### src/hw/rtl/rau_pkg.sv
`timescale 1ns / 1ps
// Shared types, constants and the micro-program for the rational arithmetic unit.
// Used by rau_iter, rau_dp, rau_ctrl and the top level; depends on nothing.
package rau_pkg;

    localparam int WORD_BITS = 64;
    localparam int PC_BITS   = 5;

    typedef logic [WORD_BITS-1:0] word_t;

    localparam word_t WORD_MIN = {1'b1, {(WORD_BITS-1){1'b0}}};
    localparam word_t WORD_MAX = {1'b0, {(WORD_BITS-1){1'b1}}};
    localparam logic [PC_BITS-1:0] LAST_PC = 5'd28;

    localparam logic [2:0] KIND_NORM = 3'd0;
    localparam logic [2:0] KIND_ADD  = 3'd1;
    localparam logic [2:0] KIND_SUB  = 3'd2;
    localparam logic [2:0] KIND_MUL  = 3'd3;
    localparam logic [2:0] KIND_DIV  = 3'd4;

    // one bit per kind: bit 0 normalize, 1 add, 2 subtract, 3 multiply, 4 divide
    localparam logic [4:0] KM_ALL    = 5'b11111;
    localparam logic [4:0] KM_BIN    = 5'b11110;
    localparam logic [4:0] KM_ADDSUB = 5'b00110;
    localparam logic [4:0] KM_SUB    = 5'b00100;
    localparam logic [4:0] KM_DIV    = 5'b10000;
    localparam logic [4:0] KM_MULDIV = 5'b11000;

    typedef enum logic [1:0] {
        ST_OK       = 2'd0,
        ST_ZERO_DEN = 2'd1,
        ST_OVERFLOW = 2'd2,
        ST_DIV_ZERO = 2'd3
    } status_t;

    typedef enum logic [3:0] {
        UOP_SIGN_L,
        UOP_SIGN_R,
        UOP_NEG_N2,
        UOP_SWAP_R,
        UOP_GCD,
        UOP_DIV,
        UOP_MUL,
        UOP_ADD,
        UOP_CHKBIG
    } uop_t;

    typedef enum logic [2:0] {
        RS_N1,
        RS_D1,
        RS_N2,
        RS_D2,
        RS_T0,
        RS_T1
    } reg_sel_t;

    typedef enum logic [1:0] {
        IT_GCD,
        IT_DIV,
        IT_MUL
    } iter_op_t;

    // sign and magnitude; magnitude exceeds 2^(WORD_BITS-1) only in a result that raises overflow
    typedef struct packed {
        logic  s;
        word_t m;
    } sm_t;

    typedef struct packed {
        uop_t       uop;
        reg_sel_t   a;
        reg_sel_t   b;
        reg_sel_t   dst;
        logic [4:0] kmask;
    } uinst_t;

    typedef struct packed {
        logic     load;
        logic     issue;
        uop_t     uop;
        reg_sel_t a;
        reg_sel_t b;
        reg_sel_t dst;
        logic     publish;
        logic     err;
    } dp_cmd_t;

    typedef struct packed {
        logic l_zden;
        logic l_min;
        logic r_zden;
        logic r_min;
        logic r_nzero;
        logic iter_done;
        logic iter_ovf;
        logic add_ovf;
        logic n1_big;
    } dp_stat_t;

    function automatic uinst_t mk(uop_t u, reg_sel_t a, reg_sel_t b, reg_sel_t d,
                                  logic [4:0] km);
        uinst_t r;
        r.uop   = u;
        r.a     = a;
        r.b     = b;
        r.dst   = d;
        r.kmask = km;
        return r;
    endfunction

    function automatic uinst_t ucode(logic [PC_BITS-1:0] pc);
        uinst_t ui;
        unique case (pc)
            // normalize left operand
            5'd0:  ui = mk(UOP_SIGN_L, RS_N1, RS_D1, RS_N1, KM_ALL);
            5'd1:  ui = mk(UOP_GCD,    RS_N1, RS_D1, RS_T0, KM_ALL);
            5'd2:  ui = mk(UOP_DIV,    RS_N1, RS_T0, RS_N1, KM_ALL);
            5'd3:  ui = mk(UOP_DIV,    RS_D1, RS_T0, RS_D1, KM_ALL);
            // normalize right operand
            5'd4:  ui = mk(UOP_SIGN_R, RS_N2, RS_D2, RS_N2, KM_BIN);
            5'd5:  ui = mk(UOP_GCD,    RS_N2, RS_D2, RS_T0, KM_BIN);
            5'd6:  ui = mk(UOP_DIV,    RS_N2, RS_T0, RS_N2, KM_BIN);
            5'd7:  ui = mk(UOP_DIV,    RS_D2, RS_T0, RS_D2, KM_BIN);
            5'd8:  ui = mk(UOP_NEG_N2, RS_N2, RS_N2, RS_N2, KM_SUB);
            5'd9:  ui = mk(UOP_SWAP_R, RS_N2, RS_D2, RS_N2, KM_DIV);
            // add and subtract over a gcd-scaled common denominator
            5'd10: ui = mk(UOP_GCD,    RS_D1, RS_D2, RS_T0, KM_ADDSUB);
            5'd11: ui = mk(UOP_DIV,    RS_D2, RS_T0, RS_T1, KM_ADDSUB);
            5'd12: ui = mk(UOP_DIV,    RS_D1, RS_T0, RS_T0, KM_ADDSUB);
            5'd13: ui = mk(UOP_MUL,    RS_N1, RS_T1, RS_N1, KM_ADDSUB);
            5'd14: ui = mk(UOP_MUL,    RS_N2, RS_T0, RS_N2, KM_ADDSUB);
            5'd15: ui = mk(UOP_MUL,    RS_D1, RS_T1, RS_D1, KM_ADDSUB);
            5'd16: ui = mk(UOP_ADD,    RS_N1, RS_N2, RS_N1, KM_ADDSUB);
            // multiply and divide with cross cancellation
            5'd17: ui = mk(UOP_GCD,    RS_N1, RS_D2, RS_T0, KM_MULDIV);
            5'd18: ui = mk(UOP_GCD,    RS_N2, RS_D1, RS_T1, KM_MULDIV);
            5'd19: ui = mk(UOP_DIV,    RS_N1, RS_T0, RS_N1, KM_MULDIV);
            5'd20: ui = mk(UOP_DIV,    RS_D2, RS_T0, RS_D2, KM_MULDIV);
            5'd21: ui = mk(UOP_DIV,    RS_N2, RS_T1, RS_N2, KM_MULDIV);
            5'd22: ui = mk(UOP_DIV,    RS_D1, RS_T1, RS_D1, KM_MULDIV);
            5'd23: ui = mk(UOP_MUL,    RS_N1, RS_N2, RS_N1, KM_MULDIV);
            5'd24: ui = mk(UOP_MUL,    RS_D1, RS_D2, RS_D1, KM_MULDIV);
            // final normalize
            5'd25: ui = mk(UOP_CHKBIG, RS_N1, RS_D1, RS_N1, KM_BIN);
            5'd26: ui = mk(UOP_GCD,    RS_N1, RS_D1, RS_T0, KM_BIN);
            5'd27: ui = mk(UOP_DIV,    RS_N1, RS_T0, RS_N1, KM_BIN);
            5'd28: ui = mk(UOP_DIV,    RS_D1, RS_T0, RS_D1, KM_BIN);
            default: ui = mk(UOP_CHKBIG, RS_N1, RS_N1, RS_N1, 5'b00000);
        endcase
        return ui;
    endfunction

endpackage

### src/hw/rtl/rau_iter.sv
`timescale 1ns / 1ps
// Shared multi-cycle unit: binary gcd (one step per cycle), restoring divide
// and shift-add multiply (one bit per cycle). Depends on rau_pkg.
module rau_iter import rau_pkg::*;
(
    input  logic     clk,
    input  logic     rst_n,
    input  logic     start,
    input  iter_op_t op,
    input  word_t    a,
    input  word_t    b,
    input  logic     neg,
    output logic     done,
    output word_t    res,
    output logic     ovf
);

    logic                 run_reg, run_next;
    logic                 done_reg, done_next;
    iter_op_t             op_reg, op_next;
    word_t                x_reg, x_next;
    word_t                y_reg, y_next;
    word_t                r_reg, r_next;
    logic [2*WORD_BITS:0] p_reg, p_next;
    logic [6:0]           k_reg, k_next;
    logic [5:0]           cnt_reg, cnt_next;
    logic                 neg_reg, neg_next;

    logic [WORD_BITS:0]   div_t;
    logic                 div_ge;
    logic [WORD_BITS:0]   mul_sum;
    word_t                lim;

    always_comb
    begin
        div_t   = {r_reg, x_reg[WORD_BITS-1]};
        div_ge  = div_t >= {1'b0, y_reg};
        mul_sum = p_reg[2*WORD_BITS:WORD_BITS]
                  + (p_reg[0] ? {1'b0, y_reg} : {(WORD_BITS+1){1'b0}});
        lim     = WORD_MAX + word_t'(neg_reg);
    end

    always_comb
    begin
        run_next  = run_reg;
        done_next = 1'b0;
        op_next   = op_reg;
        x_next    = x_reg;
        y_next    = y_reg;
        r_next    = r_reg;
        p_next    = p_reg;
        k_next    = k_reg;
        cnt_next  = cnt_reg;
        neg_next  = neg_reg;
        if (start)
        begin
            run_next = 1'b1;
            op_next  = op;
            neg_next = neg;
            k_next   = '0;
            cnt_next = '0;
            x_next   = a;
            y_next   = b;
            r_next   = '0;
            if (op == IT_MUL)
            begin
                y_next = a;
                p_next = {{(WORD_BITS+1){1'b0}}, b};
            end
        end
        else if (run_reg)
        begin
            unique case (op_reg)
                IT_GCD:
                begin
                    priority if (x_reg == '0 || y_reg == '0)
                    begin
                        run_next  = 1'b0;
                        done_next = 1'b1;
                    end
                    else if (!x_reg[0] && !y_reg[0])
                    begin
                        x_next = x_reg >> 1;
                        y_next = y_reg >> 1;
                        k_next = k_reg + 7'd1;
                    end
                    else if (!x_reg[0])
                        x_next = x_reg >> 1;
                    else if (!y_reg[0])
                        y_next = y_reg >> 1;
                    else if (x_reg >= y_reg)
                        x_next = (x_reg - y_reg) >> 1;
                    else
                        y_next = (y_reg - x_reg) >> 1;
                end
                IT_DIV:
                begin
                    r_next = div_ge ? WORD_BITS'(div_t - {1'b0, y_reg}) : div_t[WORD_BITS-1:0];
                    x_next = {x_reg[WORD_BITS-2:0], div_ge};
                end
                IT_MUL:
                    p_next = {1'b0, mul_sum, p_reg[WORD_BITS-1:1]};
                default:
                    run_next = 1'b0;
            endcase
            if (op_reg != IT_GCD)
            begin
                cnt_next = cnt_reg + 6'd1;
                if (cnt_reg == 6'(WORD_BITS - 1))
                begin
                    run_next  = 1'b0;
                    done_next = 1'b1;
                end
            end
        end
    end

    always_ff @(posedge clk or negedge rst_n)
    begin
        if (!rst_n)
        begin
            run_reg  <= 1'b0;
            done_reg <= 1'b0;
            op_reg   <= IT_GCD;
            cnt_reg  <= '0;
            k_reg    <= '0;
        end
        else
        begin
            run_reg  <= run_next;
            done_reg <= done_next;
            op_reg   <= op_next;
            cnt_reg  <= cnt_next;
            k_reg    <= k_next;
        end
    end

    always_ff @(posedge clk)
    begin
        x_reg   <= x_next;
        y_reg   <= y_next;
        r_reg   <= r_next;
        p_reg   <= p_next;
        neg_reg <= neg_next;
    end

    always_comb
    begin
        unique case (op_reg)
            IT_GCD:  res = (x_reg | y_reg) << k_reg;
            IT_DIV:  res = x_reg;
            default: res = p_reg[WORD_BITS-1:0];
        endcase
        ovf = (op_reg == IT_MUL)
              && ((|p_reg[2*WORD_BITS-1:WORD_BITS]) || (p_reg[WORD_BITS-1:0] > lim));
    end

    assign done = done_reg;

endmodule

### src/hw/rtl/rau_dp.sv
`timescale 1ns / 1ps
// Datapath: sign-magnitude operand registers, adder, output registers and the
// shared iterative unit. Depends on rau_pkg and rau_iter.
module rau_dp import rau_pkg::*;
(
    input  logic                        clk,
    input  logic                        rst_n,
    input  dp_cmd_t                     cmd,
    output dp_stat_t                    stat,
    input  logic signed [WORD_BITS-1:0] left_numerator,
    input  logic signed [WORD_BITS-1:0] left_denominator,
    input  logic signed [WORD_BITS-1:0] right_numerator,
    input  logic signed [WORD_BITS-1:0] right_denominator,
    output logic signed [WORD_BITS-1:0] result_numerator,
    output logic        [WORD_BITS-2:0] result_denominator
);

    sm_t      n1_reg, n1_next;
    sm_t      d1_reg, d1_next;
    sm_t      n2_reg, n2_next;
    sm_t      d2_reg, d2_next;
    sm_t      t0_reg, t0_next;
    sm_t      t1_reg, t1_next;
    reg_sel_t dst_reg, dst_next;
    logic     sgn_reg, sgn_next;
    word_t    rnum_reg, rnum_next;
    logic [WORD_BITS-2:0] rden_reg, rden_next;

    sm_t                op_a, op_b;
    logic [WORD_BITS+1:0] va, vb, sum;
    sm_t                add_val;
    logic               multi;
    iter_op_t           it_op;
    logic               it_done, it_ovf;
    word_t              it_res;
    logic               wr_en;
    reg_sel_t           wr_sel;
    sm_t                wr_val;

    function automatic sm_t to_sm(word_t x);
        sm_t r;
        r.s = x[WORD_BITS-1];
        r.m = x[WORD_BITS-1] ? (word_t'(0) - x) : x;
        return r;
    endfunction

    function automatic sm_t pick(reg_sel_t sel, sm_t n1, sm_t d1, sm_t n2, sm_t d2,
                                 sm_t t0, sm_t t1);
        sm_t r;
        unique case (sel)
            RS_N1:   r = n1;
            RS_D1:   r = d1;
            RS_N2:   r = n2;
            RS_D2:   r = d2;
            RS_T0:   r = t0;
            default: r = t1;
        endcase
        return r;
    endfunction

    always_comb
    begin
        op_a = pick(cmd.a, n1_reg, d1_reg, n2_reg, d2_reg, t0_reg, t1_reg);
        op_b = pick(cmd.b, n1_reg, d1_reg, n2_reg, d2_reg, t0_reg, t1_reg);
        va   = op_a.s ? ((WORD_BITS+2)'(0) - {2'b00, op_a.m}) : {2'b00, op_a.m};
        vb   = op_b.s ? ((WORD_BITS+2)'(0) - {2'b00, op_b.m}) : {2'b00, op_b.m};
        sum  = va + vb;
        add_val.s = sum[WORD_BITS+1];
        add_val.m = sum[WORD_BITS+1] ? WORD_BITS'((WORD_BITS+2)'(0) - sum)
                                     : sum[WORD_BITS-1:0];
        multi = (cmd.uop == UOP_GCD) || (cmd.uop == UOP_DIV) || (cmd.uop == UOP_MUL);
        unique case (cmd.uop)
            UOP_DIV: it_op = IT_DIV;
            UOP_MUL: it_op = IT_MUL;
            default: it_op = IT_GCD;
        endcase
    end

    rau_iter u_iter
    (
        .clk   (clk),
        .rst_n (rst_n),
        .start (cmd.issue && multi),
        .op    (it_op),
        .a     (op_a.m),
        .b     (op_b.m),
        .neg   (op_a.s ^ op_b.s),
        .done  (it_done),
        .res   (it_res),
        .ovf   (it_ovf)
    );

    always_comb
    begin
        n1_next   = n1_reg;
        d1_next   = d1_reg;
        n2_next   = n2_reg;
        d2_next   = d2_reg;
        t0_next   = t0_reg;
        t1_next   = t1_reg;
        dst_next  = dst_reg;
        sgn_next  = sgn_reg;
        rnum_next = rnum_reg;
        rden_next = rden_reg;
        wr_en     = 1'b0;
        wr_sel    = dst_reg;
        wr_val    = {sgn_reg & (|it_res), it_res};

        if (cmd.load)
        begin
            n1_next = to_sm(left_numerator);
            d1_next = to_sm(left_denominator);
            n2_next = to_sm(right_numerator);
            d2_next = to_sm(right_denominator);
        end
        else if (cmd.issue)
        begin
            unique case (cmd.uop)
                UOP_SIGN_L:
                begin
                    n1_next.s = (n1_reg.s ^ d1_reg.s) & (|n1_reg.m);
                    d1_next.s = 1'b0;
                end
                UOP_SIGN_R:
                begin
                    n2_next.s = (n2_reg.s ^ d2_reg.s) & (|n2_reg.m);
                    d2_next.s = 1'b0;
                end
                UOP_NEG_N2:
                    n2_next.s = !n2_reg.s & (|n2_reg.m);
                UOP_SWAP_R:
                begin
                    n2_next.m = d2_reg.m;
                    d2_next.m = n2_reg.m;
                end
                UOP_ADD:
                begin
                    wr_en  = 1'b1;
                    wr_sel = cmd.dst;
                    wr_val = add_val;
                end
                UOP_GCD, UOP_DIV, UOP_MUL:
                begin
                    dst_next = cmd.dst;
                    // quotient keeps the dividend's sign, product the xor of both
                    sgn_next = (cmd.uop == UOP_DIV) ? op_a.s
                             : (cmd.uop == UOP_MUL) ? (op_a.s ^ op_b.s) : 1'b0;
                end
                default:
                begin
                end
            endcase
        end
        else if (it_done)
            wr_en = 1'b1;

        if (wr_en)
        begin
            unique case (wr_sel)
                RS_N1:   n1_next = wr_val;
                RS_D1:   d1_next = wr_val;
                RS_N2:   n2_next = wr_val;
                RS_D2:   d2_next = wr_val;
                RS_T0:   t0_next = wr_val;
                default: t1_next = wr_val;
            endcase
        end

        if (cmd.publish)
        begin
            rnum_next = cmd.err ? '0 : (n1_reg.s ? (word_t'(0) - n1_reg.m) : n1_reg.m);
            rden_next = cmd.err ? '0 : d1_reg.m[WORD_BITS-2:0];
        end
    end

    always_ff @(posedge clk)
    begin
        n1_reg   <= n1_next;
        d1_reg   <= d1_next;
        n2_reg   <= n2_next;
        d2_reg   <= d2_next;
        t0_reg   <= t0_next;
        t1_reg   <= t1_next;
        dst_reg  <= dst_next;
        sgn_reg  <= sgn_next;
        rnum_reg <= rnum_next;
        rden_reg <= rden_next;
    end

    always_comb
    begin
        stat.l_zden    = (left_denominator == '0);
        stat.l_min     = (left_numerator == WORD_MIN) || (left_denominator == WORD_MIN);
        stat.r_zden    = (right_denominator == '0);
        stat.r_min     = (right_numerator == WORD_MIN) || (right_denominator == WORD_MIN);
        stat.r_nzero   = (right_numerator == '0);
        stat.iter_done = it_done;
        stat.iter_ovf  = it_ovf;
        stat.add_ovf   = (sum[WORD_BITS+1:WORD_BITS-1] != 3'b000)
                         && (sum[WORD_BITS+1:WORD_BITS-1] != 3'b111);
        stat.n1_big    = n1_reg.m[WORD_BITS-1];
    end

    assign result_numerator   = rnum_reg;
    assign result_denominator = rden_reg;

endmodule

### src/hw/rtl/rau_ctrl.sv
`timescale 1ns / 1ps
// Controller: walks the micro-program, decides the status and drives the datapath.
// Depends on rau_pkg.
module rau_ctrl import rau_pkg::*;
(
    input  logic       clk,
    input  logic       rst_n,
    input  logic       start,
    input  logic [2:0] kind,
    input  dp_stat_t   stat,
    output dp_cmd_t    cmd,
    output logic       busy,
    output logic       done,
    output logic [1:0] status
);

    typedef enum logic [3:0] {
        S_IDLE  = 4'b0001,
        S_ISSUE = 4'b0010,
        S_WAIT  = 4'b0100,
        S_DONE  = 4'b1000
    } state_t;

    state_t               state_reg, state_next;
    logic [PC_BITS-1:0]   pc_reg, pc_next;
    logic [2:0]           kind_reg, kind_next;
    status_t              status_reg, status_next;
    logic                 done_reg, done_next;

    uinst_t     ui;
    logic       run;
    logic       last;
    logic       multi;
    logic [2:0] kind_m;

    assign ui     = ucode(pc_reg);
    assign run    = ui.kmask[kind_reg];
    assign last   = (pc_reg == LAST_PC);
    assign multi  = (ui.uop == UOP_GCD) || (ui.uop == UOP_DIV) || (ui.uop == UOP_MUL);
    assign kind_m = (kind > KIND_DIV) ? KIND_NORM : kind;

    always_comb
    begin
        state_next  = state_reg;
        pc_next     = pc_reg;
        kind_next   = kind_reg;
        status_next = status_reg;
        done_next   = 1'b0;
        cmd         = '0;
        cmd.uop     = ui.uop;
        cmd.a       = ui.a;
        cmd.b       = ui.b;
        cmd.dst     = ui.dst;

        unique case (state_reg)
            S_IDLE:
            begin
                if (start)
                begin
                    cmd.load  = 1'b1;
                    pc_next   = '0;
                    kind_next = kind_m;
                    // left operand first, then right, then divide by zero
                    priority if (stat.l_zden)
                        status_next = ST_ZERO_DEN;
                    else if (stat.l_min)
                        status_next = ST_OVERFLOW;
                    else if (kind_m == KIND_NORM)
                        status_next = ST_OK;
                    else if (stat.r_zden)
                        status_next = ST_ZERO_DEN;
                    else if (stat.r_min)
                        status_next = ST_OVERFLOW;
                    else if (kind_m == KIND_DIV && stat.r_nzero)
                        status_next = ST_DIV_ZERO;
                    else
                        status_next = ST_OK;
                    state_next = (status_next != ST_OK) ? S_DONE : S_ISSUE;
                end
            end
            S_ISSUE:
            begin
                if (!run)
                begin
                    if (last)
                        state_next = S_DONE;
                    else
                        pc_next = pc_reg + 1'b1;
                end
                else
                begin
                    cmd.issue = 1'b1;
                    priority if ((ui.uop == UOP_ADD && stat.add_ovf)
                                 || (ui.uop == UOP_CHKBIG && stat.n1_big))
                    begin
                        status_next = ST_OVERFLOW;
                        state_next  = S_DONE;
                    end
                    else if (multi)
                        state_next = S_WAIT;
                    else if (last)
                        state_next = S_DONE;
                    else
                        pc_next = pc_reg + 1'b1;
                end
            end
            S_WAIT:
            begin
                if (stat.iter_done)
                begin
                    priority if (stat.iter_ovf)
                    begin
                        status_next = ST_OVERFLOW;
                        state_next  = S_DONE;
                    end
                    else if (last)
                        state_next = S_DONE;
                    else
                    begin
                        pc_next    = pc_reg + 1'b1;
                        state_next = S_ISSUE;
                    end
                end
            end
            S_DONE:
            begin
                cmd.publish = 1'b1;
                cmd.err     = (status_reg != ST_OK);
                done_next   = 1'b1;
                state_next  = S_IDLE;
            end
            default:
                state_next = S_IDLE;
        endcase
    end

    always_ff @(posedge clk or negedge rst_n)
    begin
        if (!rst_n)
        begin
            state_reg  <= S_IDLE;
            pc_reg     <= '0;
            kind_reg   <= KIND_NORM;
            status_reg <= ST_OK;
            done_reg   <= 1'b0;
        end
        else
        begin
            state_reg  <= state_next;
            pc_reg     <= pc_next;
            kind_reg   <= kind_next;
            status_reg <= status_next;
            done_reg   <= done_next;
        end
    end

    assign busy   = (state_reg != S_IDLE);
    assign done   = done_reg;
    assign status = status_reg;

    a_accept_leaves_idle: assert property (@(posedge clk) disable iff (!rst_n)
        start && !busy |=> state_reg != S_IDLE)
        else $error("accepted transaction did not leave idle");

    a_done_after_publish: assert property (@(posedge clk) disable iff (!rst_n)
        done |-> $past(state_reg == S_DONE))
        else $error("result strobe without publish cycle");

    a_iter_done_in_wait: assert property (@(posedge clk) disable iff (!rst_n)
        stat.iter_done |-> state_reg == S_WAIT)
        else $error("iterative unit finished outside wait");

    a_pc_in_range: assert property (@(posedge clk) disable iff (!rst_n)
        pc_reg <= LAST_PC)
        else $error("micro-program counter out of range");

endmodule

### src/hw/rtl/rational_arithmetic_unit.sv
`timescale 1ns / 1ps
// Top level of the rational arithmetic unit: controller plus datapath.
// Depends on rau_pkg, rau_ctrl, rau_dp (and rau_iter below it).
//
// Raise start with the operands while busy is low; the transaction is taken at that
// edge. One result per transaction comes back on the result ports for exactly one
// cycle with done high, and it cannot be held off, so capture it then. All gcd, divide
// and multiply steps of a transaction pass in turn through one shared iterative unit
// (binary gcd one step per cycle; divide and multiply one bit per cycle), up to 17
// of them for multiply or divide; an input error raises done at the edge after the
// accepting edge.
module rational_arithmetic_unit import rau_pkg::*;
(
    input  logic                        clk,
    input  logic                        rst_n,
    input  logic                        start,
    output logic                        busy,
    input  logic [2:0]                  kind,
    input  logic signed [WORD_BITS-1:0] left_numerator,
    input  logic signed [WORD_BITS-1:0] left_denominator,
    input  logic signed [WORD_BITS-1:0] right_numerator,
    input  logic signed [WORD_BITS-1:0] right_denominator,
    output logic                        done,
    output logic signed [WORD_BITS-1:0] result_numerator,
    output logic        [WORD_BITS-2:0] result_denominator,
    output logic [1:0]                  status
);

    dp_cmd_t  cmd;
    dp_stat_t stat;

    rau_ctrl u_ctrl
    (
        .clk    (clk),
        .rst_n  (rst_n),
        .start  (start),
        .kind   (kind),
        .stat   (stat),
        .cmd    (cmd),
        .busy   (busy),
        .done   (done),
        .status (status)
    );

    rau_dp u_dp
    (
        .clk                (clk),
        .rst_n              (rst_n),
        .cmd                (cmd),
        .stat               (stat),
        .left_numerator     (left_numerator),
        .left_denominator   (left_denominator),
        .right_numerator    (right_numerator),
        .right_denominator  (right_denominator),
        .result_numerator   (result_numerator),
        .result_denominator (result_denominator)
    );

endmodule

### config.mk
export PLATFORM = sky130hd
export DESIGN_NAME = rational_arithmetic_unit
export DESIGN_NICKNAME = d
export VERILOG_FILES = /design/src/hw/rtl/rau_pkg.sv /design/src/hw/rtl/rau_iter.sv /design/src/hw/rtl/rau_dp.sv /design/src/hw/rtl/rau_ctrl.sv /design/src/hw/rtl/rational_arithmetic_unit.sv
export SDC_FILE = /design/constraint.sdc
export NUM_CORES = 2
export LEC_CHECK = 0
export BUFFER_PORTS_ARGS = -buffer_cell sky130_fd_sc_hd__buf_2
export CORE_MARGIN = 1
export CORE_UTILIZATION = 30
export DETAILED_ROUTE_END_ITERATION = 10
export GPL_ROUTABILITY_DRIVEN = 0
export GPL_TIMING_DRIVEN = 0
export PLACE_DENSITY = 0.55
export SKIP_CTS_REPAIR_TIMING = 1
export SYNTH_ARGS = -nofsm -noshare
export SYNTH_HDL_FRONTEND = slang
export SYNTH_SLANG_ARGS = --single-unit
### constraint.sdc
create_clock -name clk -period 46.7 [get_ports clk]
set_input_delay 4.67 -clock clk [delete_from_list [all_inputs] [get_ports clk]]
set_output_delay 4.67 -clock clk [all_outputs]
set_load 0.005 [all_outputs]
# ---- Word-level counts from Yosys, hierarchy flattened
# Memory sizes are Yosys's and may differ from the RTL's.
# Cells that the tools add are included.
# Widths: inputs -> output; s select.
dict set report word_totals {
  regBits 875
  rom_bits 544
  input_bits 262
  output_inout_bits 131
  elab_cells 311
  mem_count 1
}
# name words word_bits read_ports rd_clocked_by_memory_dff write_ports line_no
set mem_list {}
lappend mem_list {{(no name shown)} 32 17 1 0 0 rau_pkg.sv:113} ;# unique case (pc)
dict set report op_classes {
  addsub 17
  order_cmp 5
  n_eq_ne 50
  shifts 1
  mux 132
  bitwise 10
  reduce_logical 62
}
# operator n
set op_table {}
lappend op_table {{$mux 64} 28}
lappend op_table {{$mux 65} 15}
lappend op_table {{$pmux 65 s5} 2}
lappend op_table {{$mux 129} 4}
lappend op_table {{$sub 1x64->64 const A} 6}
lappend op_table {{$logic_not 64->1} 5}
lappend op_table {{$eq 64x64->1 const B} 4}
lappend op_table {{$pmux 64 s2} 2}
lappend op_table {{$reduce_or 64->1} 4}
lappend op_table {{$sub 64x64->64} 3}
lappend op_table {{$mux 66} 2}
lappend op_table {{$sub 1x64->65 const A} 2}
lappend op_table {{$add 66x66->66} 1}
lappend op_table {{$add 65x64->65} 1}
lappend op_table {{$ge 65x64->1} 1}
lappend op_table {{$add 63x1->64 const A} 1}
lappend op_table {{$ge 64x64->1} 1}
lappend op_table {{$gt 64x64->1} 1}
lappend op_table {{$or 64x64->64} 1}
lappend op_table {{$shl 64x7->64} 1}
lappend op_table {{$mux 4} 9}
lappend op_table {{$mux 5} 7}
lappend op_table {{$mux 7} 5}
lappend op_table {{$mux 1} 30}
lappend op_table {{other kinds (50)} 141}

# ---- Longest topological paths before layout
dict set report logic_depth {
  ltp_word 16
  mapped_depth 43
  mapped_depth_nobuf 33
}

# ---- Hierarchy
# A second synthesis with hierarchy kept.
dict set report hier_totals {
  cells_unflattened 10344
  area_unflattened_um2 84141.9
}
# mod n_inst cells_per_inst area_per_inst_um2 seq_area_each_um2
set modules_own_cells {}
lappend modules_own_cells {rau_dp 1 5369 44204.9 13042.5}
lappend modules_own_cells {rau_iter 1 4735 38102.8 9424.0}
lappend modules_own_cells {rau_ctrl 1 240 1834.3 376.6}

# ---- Worst setup path before layout
# No wires, ideal clock.
dict set report synth_path {
  path_kind {register -> register}
  startpoint {reg u_ctrl.state_reg[2]}
  endpoint {reg u_dp.rnum_reg[54], in the netlist u_dp.result_numerator[54] (data pin)}
  setup_ns 0.266
  t_arrival_ns 15.275
  t_required_ns 46.434
  path_slack_ns 31.159
  stages_incl_launch_ff 7
  path_buffers 3
  synth_period_minus_slack_ns 15.541
  path_cell_list {dfrtp_1 > nor4b_1 > o21a_1 > clkbuf_1 > clkbuf_1 > buf_1 > nor2_1}
}
dict set report synth_between {
  elab_chain_cells 2
}
# element line_no
set synth_lines {}
lappend synth_lines {{from (decl)} rau_ctrl.sv:24} ;# state_t state_reg, state_next;
lappend synth_lines {{from (signal assigned)} rau_ctrl.sv:149} ;# state_reg <= state_next;
lappend synth_lines {{$eq 4x4->1} rau_ctrl.sv:55} ;# unique case (state_reg)
lappend synth_lines {{$mux 2} rau_ctrl.sv:55}
lappend synth_lines {{to (signal assigned)} rau_dp.sv:186} ;# rnum_reg <= rnum_next;
lappend synth_lines {{to (decl)} rau_dp.sv:26} ;# word_t rnum_reg, rnum_next;
# No other way between the ends.
# A chain may end at the register's enable or synchronous reset.

==> results.py <==
metrics = {
    "detailed_routing": {
        "viasPerCell": 6.20,
        "num_vias": 87100,
        "dr.pass1.iters": 9,
        "drcViolationCount": 0,
        "routed_wl_mm": 449,
        "antenna_left": 0,
        "drtIter0Drc": 12300,
        "wire_per_inst_um": 31.9,
    },
    "floorplanning": {
        "die_area_mm2": 0.273,
        "start_util_pct": 30.2,
        "rows": 190,
        "die_y_um": 523,
        "ios": 393,
        "core-area_mm2": 0.269,
        "dieWidth_um": 523,
    },
    "yosys": {
        "ys_types": 116,
        "syn_inst": 9817,
        "synth_area_per_cell_um2": 8.28,
        "ys_async_sr_fraction_pct": 3.66,
        "syn_area_mm2": 0.0813,
        "synth-main-ff-cell": "edfxtp_1",
        "yosysTopAreaCellShare_pct": 19.1,
        "synth_nets": 10600,
        "synthTopCellsByCount": "nand2_1, nor2_1, o21ai_0",
        "synth-seq-cells": 874,
        "yosysMostFrequentCell": "nand2_1",
        "synth.yosys.seq_area_share_pct": 28.1,
        "synthTopCellsByArea": "edfxtp_1, dfxtp_1, ha_1",
        "yosysTopAreaCell": "edfxtp_1",
        "synth_edf_count": 518,
        "ys_warn_count": 0,
    },
    "layout": {
        "fin_area_mm2": 0.0922,
        "regArea_mm2": 0.0228,
        "largest_reg_flops": 128,
        "nFillCells": 28700,
        "multi_input_area_mm2": 0.0546,
        "areaGrowthSynthToFinish_pct": 13.4,
        "nets": 11100,
        "drive_gt1_share_pct": 10.1,
        "final_core_util_pct": 34.3,
    },
    "pwr": {
        "p_total_mw": 6.55,
        "powerDensity_mw_per_mm2": 71.0,
        "power.leakage_nw": 35.8,
        "peakVddDrop_v": 0.0000584,
    },
    "setup_path": {
        "cp_data_arrival_time_ps": 14670,
        "ff2ff_path_depth": 39,
        "rr_endpoint": "u_dp.t1_reg[37]$_DFFE_PP_",
        "critical_path.most_common_cell": "buf_2",
        "end_kind": "flop",
        "crit_path_max_fanout": 10,
        "crit_slowest_cell": "o21ai_0",
        "endpoint": "u_dp.t1_reg[37]$_DFFE_PP_",
        "rrSetupSlack_ps": 32530,
        "criticalPathCategory": "reg2reg",
        "worstPathRequired_ps": 47200,
        "r2r-start": "u_ctrl.pc_reg[2]$_DFFE_PN0P_",
        "startpoint_type": "flop",
        "max_stage_delay_ps": 1080,
        "startpoint": "u_ctrl.pc_reg[2]$_DFFE_PN0P_",
    },
    "timing": {
        "fin_setup_tns_ps": 0,
        "fin_crit_ps": 14170,
        "rsz0062_at_grt": "no",
        "setup_viol": 0,
        "finalMaxSlewViolations": 26,
        "finClkSkew_ps": 110,
        "relSlewSlack_pct": -6.34,
        "fmaxAchievable_mhz": 70.6,
        "tightest_slew_ps": 1580,
        "hold_viol_final": 0,
        "period_share_pct": 30.3,
        "timing.final.ws_setup_ps": 32530,
    },
    "clock_network": {
        "cts.path.max_buffers": 3,
        "worstSkewPairLatency_ps": 870,
        "cts_tree": "built",
        "clock_tree.root_cell": "clkbuf_16",
        "cts_buffers": 108,
        "clkTransAtPathRegs_ps": 70,
        "ctsHtreeMaxLevel": 3,
        "clock-sinks": 874,
    },
    "min_path": {
        "min_path_type": "reg2reg",
    },
    "grt": {
        "grt_pass1_vias": 81200,
        "grt_max_degree": 59,
        "grt_usage_pct": 31.7,
        "overflow": 0,
        "grt_pass1_wl_mm": 617,
        "antenna_found_initial": 71,
    },
    "placement": {
        "portBuffers": 392,
        "pre_cts_slack_ps": 33200,
        "dp_hpwl_mm": 368,
        "placed_area_mm2": 0.0883,
    },
    "run_status": {
        "outcome": "finished, violations left",
        "violations": "max-capacitance violations, max-slew violations",
    },
    "job": {
        "maxCapViolations": 6,
    },
}
[layout make-up]
cell class                 count  share of cell area (%)
clock inverter                63                   0.839
clock buffer                 143                    3.29
tap                         3552                    4.82
timing repair buffer         433                    2.65
buffer                       645                    2.80
sequential                   874                    24.8
inverter                     373                    1.52
multi-input combinational   7925                    59.2
antenna                       43                   0.117
[worst max-delay path, delay by kind of cell, from the launching register on]
family,cells,cell delay [ps]
compound gates,9,4460
simple gates,9,3140
fa+ha+maj,3,770
mux,1,490
flops,1,410
xor+xnor,2,240
buf+inv,15,4250
[per-layer routing]
| layer | share of wire (%) | up-vias | track usage, % |
|---|---|---|---|
| met1 | 37 | 41400 | 37.8 |
| met2 | 41 | 6439 | 46.0 |
| met4 | 10 | 34 | 27.7 |
| met5 | 0.056 | - | 0.0878 |
| li1 | - | 37600 | - |
| met3 | 13 | 1694 | 9.52 |
[cell usage in the layout, fill, tap and decap left out, drive strengths merged, types with 51 or more instances in the layout]
cell type / count
dfxtp: 324
o21bai: 100
nor2b: 110
a211oi: 136
or3: 79
a21oi: 727
o221ai: 59
and3: 53
xnor2: 438
and2: 52
o41ai: 57
edfxtp: 518
nor3: 175
a31oi: 94
inv: 374
mux2i: 298
clkbuf: 632
or4: 56
mux4: 156
nand4: 117
o31ai: 140
nand3: 198
nor2: 869
o211ai: 229
xor2: 342
o21ai: 788
buf: 589
nand2b: 84
mux2: 91
o21a: 51
ha: 474
a221oi: 89
nand2: 1009
nor4: 170
a21o: 231
[where the power goes]
group / leakage, nW / total, mW / internal, mW / switching, mW
clock: 1.87 / 0.931 / 0.522 / 0.410
combinational: 26.2 / 4.33 / 1.47 / 2.86
sequential: 7.81 / 1.29 / 1.00 / 0.287
total: 35.8 / 6.55 / 2.99 / 3.55
[how the worst min path moves through the flow]
stage                                       startpoint                                 end  slack [ps]  cells after the start
global placement    u_dp.u_iter.r_reg[41]$_SDFFE_PP0P_  u_dp.u_iter.r_reg[41]$_SDFFE_PP0P_         470                      2
global route        u_dp.u_iter.r_reg[43]$_SDFFE_PP0P_  u_dp.u_iter.r_reg[43]$_SDFFE_PP0P_         520                      2
CTS                 u_dp.u_iter.r_reg[43]$_SDFFE_PP0P_  u_dp.u_iter.r_reg[43]$_SDFFE_PP0P_         480                      2
finish              u_dp.u_iter.r_reg[43]$_SDFFE_PP0P_  u_dp.u_iter.r_reg[43]$_SDFFE_PP0P_         480                      2
floorplan           u_dp.u_iter.r_reg[43]$_SDFFE_PP0P_  u_dp.u_iter.r_reg[43]$_SDFFE_PP0P_         450                      2
detailed placement  u_dp.u_iter.r_reg[43]$_SDFFE_PP0P_  u_dp.u_iter.r_reg[43]$_SDFFE_PP0P_         470                      2
[cell families after synthesis]
group                    synth area share (%)
AO/OA/AOI/OAI                            23.9
XOR/XNOR                                 8.40
adder cells (fa/ha/maj)                  7.42
buffers and inverters                    4.89
flip-flops                               28.1
multiplexers                             9.27
AND/OR/NAND/NOR                          18.0
[per-stage QoR]
stage / hold WS [ps] / instances
6_report: 484 / 14100
3_3_place_gp: 468 / 13800
5_1_grt: 516 / 14000
4_1_cts: 482 / 14000
3_5_place_dp: 474 / 13800
2_1_floorplan: 448 / 9817
(Power assumes the default switching activity.)
